<file path="config.mk">
export PLATFORM = sky130hd
export DESIGN_NAME = modular_inverse_prime_core_flat
export DESIGN_NICKNAME = d
export VERILOG_FILES = /design/src/hdl/minv_pkg.sv /design/src/hdl/minv_req_if.sv /design/src/hdl/minv_rsp_if.sv /design/src/hdl/minv_step.sv /design/src/hdl/modular_inverse_prime_core.sv /design/src/flat_wrapper.sv
export SDC_FILE = /design/constraint.sdc
export NUM_CORES = 1
export LEC_CHECK = 0
export BUFFER_PORTS_ARGS = -buffer_cell sky130_fd_sc_hd__buf_2
export CORE_MARGIN = 4
export CORE_UTILIZATION = 42
export CTS_CLUSTER_DIAMETER = 30
export CTS_CLUSTER_SIZE = 20
export DETAILED_ROUTE_END_ITERATION = 8
export PLACE_DENSITY_LB_ADDON = 0.12
export SLEW_MARGIN = 20
export SYNTH_ARGS = -nofsm -noshare
export SYNTH_HDL_FRONTEND = slang
export SYNTH_SLANG_ARGS = --single-unit
</file>
<file path="constraint.sdc">
create_clock -name clk -period 15.47 [get_ports clk]
set_input_delay 2.3205 -clock clk [delete_from_list [all_inputs] [get_ports clk]]
set_output_delay 2.3205 -clock clk [all_outputs]
set_load 0.01 [all_outputs]
</file>
<file path="src/hdl/minv_pkg.sv">
// ----------------------------------------------------------------------------
// minv_pkg - shared types and arithmetic for the modular inverse core
// Word type, Euclid state record and the small mod-p helpers that both the
// step unit and the sequencer use.
// ----------------------------------------------------------------------------
package minv_pkg;

	localparam int unsigned VALUE_W = 30;

	typedef logic [VALUE_W-1:0] word_t;

	// fixed prime 1e9 + 7, fits in 30 bits
	localparam word_t MODULUS = 30'd1000000007;

	// working set of the binary extended Euclid: x1*a = u, x2*a = v (mod p)
	typedef struct packed {
		word_t u;
		word_t v;
		word_t x1;
		word_t x2;
	} euclid_t;

	// fold a raw 30-bit value into 0..p-1 (value < 2p always holds)
	function automatic word_t reduce_mod(word_t x);
		logic [VALUE_W:0] d;
		d = {1'b0, x} - {1'b0, MODULUS};
		return d[VALUE_W] ? x : d[VALUE_W-1:0];
	endfunction

	// x / 2 mod p for odd p: add p first when x is odd
	function automatic word_t half_mod(word_t x);
		logic [VALUE_W:0] s;
		s = x[0] ? ({1'b0, x} + {1'b0, MODULUS}) : {1'b0, x};
		return s[VALUE_W:1];
	endfunction

	// (a - b) mod p for a, b in 0..p-1
	function automatic word_t sub_mod(word_t a, word_t b);
		logic [VALUE_W:0] d;
		logic [VALUE_W:0] c;
		d = {1'b0, a} - {1'b0, b};
		c = d + {1'b0, MODULUS};
		return d[VALUE_W] ? c[VALUE_W-1:0] : d[VALUE_W-1:0];
	endfunction

endpackage

</file>
<file path="src/hdl/minv_req_if.sv">
// ----------------------------------------------------------------------------
// minv_req_if - request channel of the modular inverse core
// Valid/ready channel carrying one value word.
// ----------------------------------------------------------------------------
interface minv_req_if;

	logic               valid;
	logic               ready;
	minv_pkg::word_t    value;

	modport source (output valid, output value, input ready);
	modport sink   (input valid, input value, output ready);

endinterface

</file>
<file path="src/hdl/minv_rsp_if.sv">
// ----------------------------------------------------------------------------
// minv_rsp_if - response channel of the modular inverse core
// Valid/ready channel carrying the inverse and the no-inverse flag.
// ----------------------------------------------------------------------------
interface minv_rsp_if;

	logic               valid;
	logic               ready;
	minv_pkg::word_t    inverse;
	logic               no_inverse;

	modport source (output valid, output inverse, output no_inverse, input ready);
	modport sink   (input valid, input inverse, input no_inverse, output ready);

endinterface

</file>
<file path="src/hdl/minv_step.sv">
// ----------------------------------------------------------------------------
// minv_step - one iteration of the binary extended Euclid
// Halves an even remainder, or subtracts the smaller odd remainder from the
// larger and halves the difference, keeping the Bezout coefficients mod p.
// ----------------------------------------------------------------------------
module minv_step (
	input  minv_pkg::euclid_t  cur,
	output minv_pkg::euclid_t  nxt
);

	minv_pkg::word_t  diff_uv;
	minv_pkg::word_t  diff_vu;
	logic             u_ge_v;

	assign u_ge_v  = (cur.u >= cur.v);
	assign diff_uv = cur.u - cur.v;
	assign diff_vu = cur.v - cur.u;

	// pick the single operation for this cycle
	always_comb begin
		nxt = cur;
		if (!cur.u[0]) begin
			nxt.u  = {1'b0, cur.u[minv_pkg::VALUE_W-1:1]};
			nxt.x1 = minv_pkg::half_mod(cur.x1);
		end else if (!cur.v[0]) begin
			nxt.v  = {1'b0, cur.v[minv_pkg::VALUE_W-1:1]};
			nxt.x2 = minv_pkg::half_mod(cur.x2);
		end else if (u_ge_v) begin
			// both odd: difference is even, halve it straight away
			nxt.u  = {1'b0, diff_uv[minv_pkg::VALUE_W-1:1]};
			nxt.x1 = minv_pkg::half_mod(minv_pkg::sub_mod(cur.x1, cur.x2));
		end else begin
			nxt.v  = {1'b0, diff_vu[minv_pkg::VALUE_W-1:1]};
			nxt.x2 = minv_pkg::half_mod(minv_pkg::sub_mod(cur.x2, cur.x1));
		end
	end

endmodule

</file>
<file path="src/hdl/modular_inverse_prime_core.sv">
// ----------------------------------------------------------------------------
// modular_inverse_prime_core - inverse modulo 1000000007
// Accepts one 30-bit value word per request and returns its inverse mod the
// prime, or a no-inverse flag with inverse 0 for a multiple of the prime.
// ----------------------------------------------------------------------------
// A request word is folded into 0..p-1 on acceptance, then a shared step unit
// runs the binary extended Euclid, one halving or one subtract-and-halve per
// cycle, until a remainder reaches 1. Each step removes at least one bit from
// one of the two 30-bit remainders, so a run always ends. An item's time in
// the core is data dependent: the accepting cycle loads the state, the steps
// follow, and a final cycle writes the response register. The
// request side is ready only when no item is in flight; a finished response
// may wait in its register while the next request is taken, and a run that
// finishes while that register is still full stalls until it drains. Zero
// and the prime itself give no_inverse = 1 without any Euclid step.
// ----------------------------------------------------------------------------
module modular_inverse_prime_core (
	input  logic         clk,
	input  logic         arst_n,
	minv_req_if.sink     req,
	minv_rsp_if.source   rsp
);

	typedef enum logic {
		ST_IDLE,
		ST_RUN
	} state_t;

	state_t               state_q;
	minv_pkg::euclid_t    euclid_q;
	minv_pkg::euclid_t    euclid_nxt;
	minv_pkg::word_t      inverse_q;
	logic                 no_inverse_q;
	logic                 rsp_valid_q;
	logic                 rsp_free;
	logic                 finished;
	logic                 zero_in;

	// shared iteration unit
	minv_step u_step (
		.cur (euclid_q),
		.nxt (euclid_nxt)
	);

	// termination: a remainder hit 1, or the reduced input was zero
	assign zero_in  = (euclid_q.u == '0);
	assign finished = zero_in || (euclid_q.u == minv_pkg::word_t'(1))
		|| (euclid_q.v == minv_pkg::word_t'(1));
	assign rsp_free = !rsp_valid_q || rsp.ready;

	assign req.ready      = (state_q == ST_IDLE);
	assign rsp.valid      = rsp_valid_q;
	assign rsp.inverse    = inverse_q;
	assign rsp.no_inverse = no_inverse_q;

	// sequencer with response register
	always_ff @(posedge clk or negedge arst_n) begin
		if (!arst_n) begin
			state_q     <= ST_IDLE;
			rsp_valid_q <= 1'b0;
		end else begin
			// slot empties unless a finishing run refills it at this edge
			if (rsp_valid_q && rsp.ready && !(state_q == ST_RUN && finished)) begin
				rsp_valid_q <= 1'b0;
			end
			case (state_q)
				ST_IDLE: begin
					if (req.valid) begin
						euclid_q.u  <= minv_pkg::reduce_mod(req.value);
						euclid_q.v  <= minv_pkg::MODULUS;
						euclid_q.x1 <= minv_pkg::word_t'(1);
						euclid_q.x2 <= '0;
						state_q     <= ST_RUN;
					end
				end
				ST_RUN: begin
					if (finished) begin
						// hold the finished word until the response slot frees
						if (rsp_free) begin
							rsp_valid_q  <= 1'b1;
							no_inverse_q <= zero_in;
							if (zero_in) begin
								inverse_q <= '0;
							end else if (euclid_q.u == minv_pkg::word_t'(1)) begin
								inverse_q <= euclid_q.x1;
							end else begin
								inverse_q <= euclid_q.x2;
							end
							state_q <= ST_IDLE;
						end
					end else begin
						euclid_q <= euclid_nxt;
					end
				end
				default: begin
					state_q <= ST_IDLE;
				end
			endcase
		end
	end

`ifndef ASSERT_OFF
	// an accepted word always starts a run
	a_accept_runs: assert property (@(posedge clk) disable iff (!arst_n)
		req.valid && req.ready |=> state_q == ST_RUN)
		else $error("accepted word did not start a run");

	// the two remainders are never both even mid-run
	a_odd_remainder: assert property (@(posedge clk) disable iff (!arst_n)
		state_q == ST_RUN |-> (euclid_q.u[0] || euclid_q.v[0]))
		else $error("both remainders even");

	// coefficients stay reduced mod p
	a_coef_range: assert property (@(posedge clk) disable iff (!arst_n)
		state_q == ST_RUN |-> (euclid_q.x1 < minv_pkg::MODULUS)
			&& (euclid_q.x2 < minv_pkg::MODULUS))
		else $error("coefficient out of range");

	// flagged responses carry a zero inverse
	a_flag_zero: assert property (@(posedge clk) disable iff (!arst_n)
		rsp.valid && rsp.no_inverse |-> rsp.inverse == '0)
		else $error("no_inverse with non-zero inverse");
`endif

endmodule
</file>
<file path="src/flat_wrapper.sv">
// flat-port wrapper written by rule: the top's interface ports become plain ports
module modular_inverse_prime_core_flat 
  (clk, arst_n, req_valid, req_value, req_ready, rsp_valid, rsp_inverse, rsp_no_inverse, rsp_ready);
  minv_req_if req_i ();
  minv_rsp_if rsp_i ();
  input  logic clk;
  input  logic arst_n;
  input wire logic [$bits(req_i.valid)-1:0] req_valid;
  input wire logic [$bits(req_i.value)-1:0] req_value;
  output wire logic [$bits(req_i.ready)-1:0] req_ready;
  output wire logic [$bits(rsp_i.valid)-1:0] rsp_valid;
  output wire logic [$bits(rsp_i.inverse)-1:0] rsp_inverse;
  output wire logic [$bits(rsp_i.no_inverse)-1:0] rsp_no_inverse;
  input wire logic [$bits(rsp_i.ready)-1:0] rsp_ready;
  assign req_i.valid = req_valid;
  assign req_i.value = req_value;
  assign req_ready = req_i.ready;
  assign rsp_valid = rsp_i.valid;
  assign rsp_inverse = rsp_i.inverse;
  assign rsp_no_inverse = rsp_i.no_inverse;
  assign rsp_i.ready = rsp_ready;
  modular_inverse_prime_core u_core (.clk(clk), .arst_n(arst_n), .req(req_i), .rsp(rsp_i));
endmodule
</file>
Word-level counts from Yosys, hierarchy flattened --
Cells that the tools add are included.
Storage, ports and cells: memories kept 0, latch bits 0, output and inout bits 33, logic and storage cells 76, ROM bits 0, memory bits (writable) 0, bits of input ports 34, register bits 153
Cells by class: bitwise gates (word level) 1, multiply operators 0, shifts and indexed selects 0, equality and inequality tests 8, div/mod/pow operators 0, order comparisons 1, add/sub/neg operators 11, mux-type cells 31, reductions and logical operators 14
Operator list (count):
- 30-bit two-way mux | 16
- 120-bit two-way mux | 2
- 120-bit case mux with 2 select lines | 1
- 30-bit by 30-bit adder with 31-bit output (second input constant) | 4
- 31-bit two-way mux | 4
- 30-bit by 30-bit subtractor with 31-bit output | 2
- 30-bit adder (second input constant) | 2
- 30-bit by 1-bit equality test with 1-bit output (second input constant) | 2
- 30-bit subtractor | 2
- 30-bit by 30-bit subtractor with 31-bit output (second input constant) | 1
- 30-bit greater-or-equal comparator | 1
- 30-bit logical NOT | 1
- 5-bit AND reduction | 2
- 3-bit != test (second input constant) | 3
- 4-bit AND reduction | 2
- 1-bit two-way mux | 7
- 2-bit != test (second input constant) | 3
- 1-bit logical AND | 3
- 1-bit logical OR | 3
- 3-bit AND reduction | 1
- 1-bit logical NOT | 2
- 1-bit case mux with 2 select lines | 1
- 1-bit NOT | 1

Depth between registers and ports, before layout --
Gate-level depths: netlist of the first run.
word-level depth 10, depth in mapped cells 22, gate-level depth less buffers 18

Modules after synthesis --
A second synthesis of the first run with hierarchy kept.
Unflattened totals: cells, all modules 2603, area total of the unflattened synthesis 19860.3 um^2
Modules (own cells, without submodules):
- minv_step | cells an instance 2032, area each 12864.8 um^2, times used 1, sequential area each 0.0 um^2
- modular_inverse_prime_core | cells an instance 571, area each 6995.5 um^2, times used 1, sequential area each 4584.4 um^2

Worst setup path before layout of the first run --
Ideal clock, no wire load.
kind reg-to-reg, from reg u_core.euclid_q[90] (netlist name), to reg u_core.euclid_q[0] (netlist name) (enable), data arrival time 8.002 ns, path buffers 3, slack 6.902 ns, required time 14.904 ns, stages on the path, launching flop included 20, clock period less this slack 8.568 ns, library setup time 0.566 ns, path through edfxtp_1 -> clkbuf_1 -> clkinv_1 -> clkbuf_1 -> ha_1 -> fa_1 -> nor2b_1 -> o21ai_0 -> nand2b_1 -> a21o_1 -> a21o_1 -> a21oi_1 -> o21ai_1 -> a221oi_1 -> o21ai_1 -> a21oi_1 -> o211ai_1 -> and2_0 -> clkbuf_1 -> a21boi_0
On the way: word-level cells in the longest chain between the ends 5, elaborated cells on any way between the ends 9, those cells by class order compare: 1; eq/ne: 4; reduce/logical: 4
RTL lines:
- start: declaration | RTL line modular_inverse_prime_core.sv:30 | minv_pkg::euclid_t euclid_q;
- start signal: assignment | RTL line modular_inverse_prime_core.sv:92 | euclid_q <= euclid_nxt;
- branches (longest 4 deep; another with 30-bit greater-or-equal comparator)
- 5-bit AND reduction (no source line) *
Mark *: on every way between the ends. A chain may end at the register's enable or synchronous reset.

Worst setup path in the final report of the first run --
from reg u_core.euclid_q[90] (netlist name), to reg u_core.euclid_q[8] (netlist name) (enable)
The elaborated chain is that of the path after synthesis.

==> results.json, run 1 <==
{
  "syn-cell-area_mm2": 0.0190,
  "yosysUniqueCellTypes": 103,
  "io_buffers": 66,
  "synth_top_area_share": 0.239,
  "worstSetupPathType": "flip-flop to flip-flop",
  "grt_overflow": 0,
  "fp-row-count": 77,
  "synth_area_leaders": "edfxtp_1 (24%), ha_1 (8.1%), xnor2_1 (7.9%)",
  "ys_warn_count": 0,
  "nNetsFinal": 2572,
  "synth.net_count": 2591,
  "htree_levels": 4,
  "die-area_mm2": 0.0486,
  "clk_pin_slew_ns": 0.07,
  "tightestPinTransition_ns": 1.02,
  "postSynthAreaPerCell_um2": 7.80,
  "timing.hold.worst.class": "flip-flop to flip-flop",
  "clock-sinks": 153,
  "reg2reg_setup_slack_ns": 8.87,
  "synth_area_leader_cell": "edfxtp_1",
  "cap_violations": 0,
  "cts_made_buffers": 17,
  "cts_tree": "done",
  "first_pass_iters": 5,
  "worstPathArrival_ns": 6.74,
  "synth_flop_cell": "edfxtp_1",
  "grt_start_max_net_pins": 62,
  "finalSetupViolations": 0,
  "hold_viol": 0,
  "critPathLaunchType": "flip-flop",
  "r2r_cells": 20,
  "drtAntennaViolNets": 0,
  "grt_use_total": 0.274,
  "rr_startpoint": "u_core.euclid_q[90]",
  "drtIter0Drc": 1835,
  "whs_path_depth": 2,
  "initial_utilization": 0.427,
  "relSlewSlack": 0.313,
  "gp_congestion": 0.947,
  "antenna_found_initial": 0,
  "fmax_mhz": 152,
  "clk_latency_ns": 0.51,
  "wl_per_cell_um": 22.3,
  "insertedDiodeCount": 0,
  "crit_required_ns": 15.61,
  "endpoint_kind": "flip-flop",
  "post_cts_buffers": 0,
  "vias": 18900,
  "boundaryPins": 67,
  "setup_tns_ns": 0,
  "area_delta_synth_final_pct": 7.38,
  "fin_crit_ns": 6.60,
  "synth-edff-count": 151,
  "coreArea_mm2": 0.0444,
  "viasPerCell": 6.26,
  "die_y_um": 220,
  "synthCells": 2430,
  "drive_above_1_share": 0.0743,
  "drc": 0,
  "cts_root_buf": "clkbuf_16",
  "ctsHoldBuffers": 0,
  "rsz0062_at_grt": "false",
  "hold_start": "u_core.rsp.valid",
  "fillers": 4399,
  "timing.rr.end": "u_core.euclid_q[8]",
  "slew_violations": 0,
  "grt_pass1_vias": 17400,
  "ctsResizeCount": 0,
  "synth-async-reset-ratio": 0.0131,
  "grt_pass1_wl_um": 104000,
  "fp.dieW_um": 220,
  "skew_ns": 0.0184,
  "hold_end": "u_core.rsp.valid",
  "hpwl_um": 52200,
  "fin_crit_sh": 0.427,
  "synth-seq-cells": 153,
  "status": "completed",
  "seq_area_frac_synth": 0.242,
  "clockBufferDepth": 2,
  "cp_max_fo": 30,
  "wl_um": 67100
}
worst max path at each step:
| stage | from | endpoint | slack (ns) | cells after the start |
|---|---|---|---|---|
| 2_1_floorplan | u_core.euclid_q[90] | u_core.euclid_q[0] | 6.90 | 19 |
| 3_3_place_gp | u_core.euclid_q[90] | u_core.euclid_q[9] | 9.12 | 20 |
| 3_5_place_dp | u_core.euclid_q[90] | u_core.euclid_q[9] | 8.94 | 20 |
| 4_1_cts | u_core.euclid_q[90] | u_core.euclid_q[14] | 8.94 | 20 |
| 5_1_grt | u_core.euclid_q[90] | u_core.euclid_q[14] | 8.39 | 20 |
| 6_report | u_core.euclid_q[90] | u_core.euclid_q[8] | 8.87 | 20 |
logic make-up (layout without fill, tap and decap cells):
| logic type | after synthesis | count (layout) | share of synthesized area |
|---|---|---|---|
| and+or+nand+nor | 828 | 828 | 0.212 |
| AOI/OAI and AO/OA | 766 | 766 | 0.276 |
| buffers and inverters | 290 | 284 | 0.0591 |
| xor gates and xnor gates | 237 | 237 | 0.110 |
| DFF | 153 | 153 | 0.242 |
| adders and majority gates | 127 | 127 | 0.0854 |
| muxes | 29 | 29 | 0.0154 |
cell usage after synthesis (all sizes together), types with 18 or more instances:
| master | count |
|---|---|
| o21bai | 19 |
| a211oi | 46 |
| a21oi | 178 |
| xnor2 | 171 |
| nand3 | 107 |
| o211ai | 27 |
| or3 | 21 |
| o21a | 24 |
| ha | 123 |
| xor2 | 66 |
| nor3 | 69 |
| a31oi | 26 |
| o31ai | 18 |
| o221ai | 35 |
| and3 | 23 |
| nand2 | 201 |
| nor2b | 20 |
| inv | 160 |
| and2 | 29 |
| nand2b | 28 |
| o21ai | 181 |
| nand4 | 30 |
| edfxtp | 151 |
| nor2 | 214 |
| buf | 23 |
| mux2i | 28 |
| nor4 | 35 |
| clkbuf | 103 |
| a21o | 68 |
per-layer routing:
metal | up-vias | GRT usage | part of all wire
li1 | 8864 | - | -
met1 | 9161 | 0.391 | 0.45
met2 | 778 | 0.435 | 0.46
met3 | 82 | 0.0409 | 0.073
met4 | 0 | 0.0724 | 0.019
met5 | - | 0 | 0
critical path, cell delays in order, from the launching register on:
cell and delay (ns):
edfxtp_1 0.36, buf_4 0.26, clkinv_1 0.31, buf_4 0.32, ha_1 0.25, fa_1 0.23
nor2b_1 0.05, o21ai_0 0.14, nand2b_1 0.12, a21o_1 0.19, a21o_1 0.20, a21oi_1 0.23
o21ai_1 0.18, a221oi_1 0.51, o21ai_1 0.22, a21oi_1 0.26, o211ai_1 0.32, buf_4 0.28
and2_0 0.30, a21boi_4 0.83, buf_4 0.58
stage by stage:
step	setup slack (ns)	cells	hold slack [ns]	cell area, µm²	util
global route	8.39	3016	0.649	20400	0.458
finish	8.87	3016	0.593	20400	0.458
global placement	9.12	2983	0.588	19700	0.444
floorplan	6.90	2430	0.551	19000	-
CTS	8.94	3015	0.604	20300	0.458
detailed placement	8.94	2983	0.590	19700	0.444
cell type report:
cell class | instances | area [µm²] | share of cell area
multi-input combinational | 1987 | 13300 | 0.653
tap | 592 | 741 | 0.0364
timing repair buffer | 88 | 493 | 0.0242
sequential | 153 | 4590 | 0.225
inverter | 164 | 616 | 0.0302
clock buffer | 17 | 425 | 0.0209
clock inverter | 15 | 200 | 0.00983
flip-flops by register name, indices dropped and copies added (netlist names):
| name | flops |
|---|---|
| u_core.euclid_q | 120 |
| u_core.rsp.inverse | 30 |
| u_core.rsp.no_inverse | 1 |
| u_core.rsp.valid | 1 |
| u_core.state_q | 1 |
cells in the final DEF, fill, tap and decap left out, drive strengths merged, types with 7 or more instances in the layout:
cell type / netlist / layout
nand4: 30 / 30
a221oi: 12 / 12
a211o: 7 / 7
mux2i: 28 / 28
a2111oi: 11 / 11
a21oi: 178 / 178
xor2: 66 / 66
and2: 29 / 29
nand2: 201 / 201
o21bai: 19 / 19
o211ai: 27 / 27
a21boi: 13 / 13
clkinv: 4 / 10
nor3: 69 / 69
and3: 23 / 23
inv: 160 / 163
a31oi: 26 / 26
o2111ai: 8 / 8
or2: 17 / 17
nor2b: 20 / 20
ha: 123 / 123
nand3: 107 / 107
nand2b: 28 / 28
nor3b: 13 / 13
xnor2: 171 / 171
nor4: 35 / 35
buf: 23 / 88
nor2: 214 / 214
a21o: 68 / 68
a22oi: 9 / 9
o31ai: 18 / 18
clkbuf: 103 / 17
edfxtp: 151 / 151
o21ai: 181 / 181
o221ai: 35 / 35
a211oi: 46 / 46
or3: 21 / 21
o22ai: 14 / 14
o21a: 24 / 24
Power of run 1 is left out: the tool's default activity adds up to more than one toggle a clock period on the data nets, which glitch-free logic cannot reach.
==> inputs of run 2 (changes only) <==
==> constraint.sdc (replaced) <==
create_clock -name clk -period 6.1 [get_ports clk]
set_input_delay 0.915 -clock clk [delete_from_list [all_inputs] [get_ports clk]]
set_output_delay 0.915 -clock clk [all_outputs]
set_load 0.01 [all_outputs]
==> run 2 against run 1 <==
Compared with the run above:
- sequential share of layout area down 0.15 points
- register-to-register slack lost 8.3 ns
- critical path depth decreased by 1
- global-route usage shrank 0.65 points
- routed wire length decreased by 1.6%
- non-clock buffer count up 26
- hold slack worse by 0.36 ns
- maximum frequency is 20% higher
- final area increased by 0.68%
- worst setup slack got worse by 8.3 ns
- via count is 1.9% lower
- first-iteration DRC count down 11%
- highest routed layer unchanged
==> results.json, run 2 (synthesis results as in run 1) <==
{
  "status": "completed",
  "grt_use_total": 0.268,
  "r2r_cells": 19,
  "clk_pin_slew_ns": 0.07,
  "cap_violations": 0,
  "first_pass_iters": 6,
  "fp.dieW_um": 220,
  "hpwl_um": 52700,
  "clk_latency_ns": 0.48,
  "max_stage_delay_ns": 0.58,
  "fmax_mhz": 182,
  "drc": 0,
  "io_buffers": 66,
  "crit_path_frequent_cell": "inv_1",
  "worstPathArrival_ns": 5.78,
  "gp_congestion": 0.949,
  "worstSetupPathType": "flip-flop to flip-flop",
  "setup_tns_ns": 0,
  "slew_violations": 0,
  "area_delta_synth_final_pct": 8.11,
  "drtAntennaViolNets": 0,
  "cp_max_fo": 16,
  "clockBufferDepth": 2,
  "skew_ns": 0.0129,
  "grt_start_max_net_pins": 63,
  "insertedDiodeCount": 0,
  "die-area_mm2": 0.0486,
  "grt_overflow": 0,
  "vias": 18500,
  "drtIter0Drc": 1632,
  "die_y_um": 220,
  "regArea_mm2": 0.00459,
  "viasPerCell": 6.09,
  "mostFrequentLayoutCell": "nor2_1",
  "slowest_stage": "nor2_2",
  "rsz0062_at_grt": "false",
  "drive_above_1_share": 0.0829,
  "cts_root_buf": "clkbuf_16",
  "fin_crit_ns": 5.49,
  "grt_pass1_wl_um": 101000,
  "clock-sinks": 153,
  "critPathCapture": "u_core.euclid_q[58]",
  "antenna_found_initial": 0,
  "cts_made_buffers": 17,
  "tightestPinTransition_ns": 1.04,
  "top_register": "u_core.euclid_q",
  "boundaryPins": 67,
  "multi_input_area_mm2": 0.0133,
  "post_cts_buffers": 0,
  "reg2reg_setup_slack_ns": 0.61,
  "nNetsFinal": 2598,
  "timing.hold.worst.class": "input pin to asynchronous set/reset pin",
  "initial_utilization": 0.427,
  "wl_um": 66100,
  "wl_per_cell_um": 21.7,
  "relSlewSlack": 0.307,
  "finalSetupViolations": 0,
  "crit_required_ns": 6.40,
  "grt_pass1_vias": 17900,
  "htree_levels": 4,
  "cts_tree": "done",
  "crit_path_start": "u_core.euclid_q[30]",
  "path_cells": "inv_1, ha_1, inv_1, fa_1, a21o_1, a21o_4, a211oi_2, nor3_1, o21a_1, nor2_2, buf_4, nand2_1, or3_1, or4_1, o211ai_1, and2_1, a21boi_2, o31a_1, o32ai_1",
  "timing.rr.end": "u_core.euclid_q[58]",
  "hold_viol": 0,
  "largest_reg_flops": 120,
  "fp-row-count": 77,
  "fillers": 4535,
  "ctsResizeCount": 0,
  "mostFrequentLayoutCells": "nor2_1 (212), nand2_1 (201), a21oi_1 (176), o21ai_0 (171), xnor2_1 (170)",
  "coreArea_mm2": 0.0444,
  "rr_startpoint": "u_core.euclid_q[30]",
  "endpoint_kind": "flip-flop",
  "fin_crit_sh": 0.900,
  "critPathLaunchType": "flip-flop",
  "ctsHoldBuffers": 0
}
==> run 2: cell types whose count changed in the layout (fill, tap and decap cells not counted) <==
cell | before | now
buf_4 | 21 | 48
bufinv_16 | 4 | 1
inv_8 | 0 | 3
buf_2 | 67 | 66
clkbuf_1 | 0 | 1
clkinv_1 | 5 | 6
clkinv_2 | 1 | 0
clkinvlp_4 | 2 | 1
inv_2 | 1 | 0
inv_6 | 2 | 3
nor2_1 | 211 | 212
nor2_2 | 2 | 1
==> run 2: critical path, delay by kind of cell, from the launching register on <==
family | cells | cell delay, ns
AOI/OAI and AO/OA | 8 | 1.90
adders and majority gates | 2 | 0.66
buffers and inverters | 3 | 0.61
DFF | 1 | 0.38
and+or+nand+nor | 6 | 1.74
==> run 2: worst min path at each step <==
stage | endpoint
finish | u_core.state_q
global route | u_core.state_q
CTS | u_core.state_q
detailed placement | u_core.rsp.valid
global placement | u_core.rsp.valid
floorplan | u_core.state_q
==> run 2: per-layer routing <==
metal  vias up  GRT usage  share of wire
met1      8831      0.307           0.40
li1       8943          -              -
met2       589      0.494           0.51
met3       162     0.0305          0.036
met5         -          0              0
met4         0      0.127          0.050
==> run 2: area by class of cell <==
class / count / area share
Timing Repair Buffer: 114 / 0.0337
Tap cell: 592 / 0.0361
Clock buffer: 18 / 0.0209
Clock inverter: 14 / 0.00684
Inverter: 164 / 0.0300
Multi-Input combinational cell: 1987 / 0.648
Sequential cell: 153 / 0.224
==> run 2: stage by stage <==
stage          worst slack [ns]  instances   util  hold WS [ns]  area (µm²)
6_report                  0.611       3042  0.461         0.232       20500
5_1_grt                   0.335       3042  0.461         0.217       20500
4_1_cts                   0.680       3042  0.461         0.210       20500
3_5_place_dp              0.721       3010  0.449         0.562       19900
3_3_place_gp              0.857       3010  0.449         0.546       19900
2_1_floorplan             0.245       2430      -         0.551       19000
Power of run 2 is left out for the same reason.
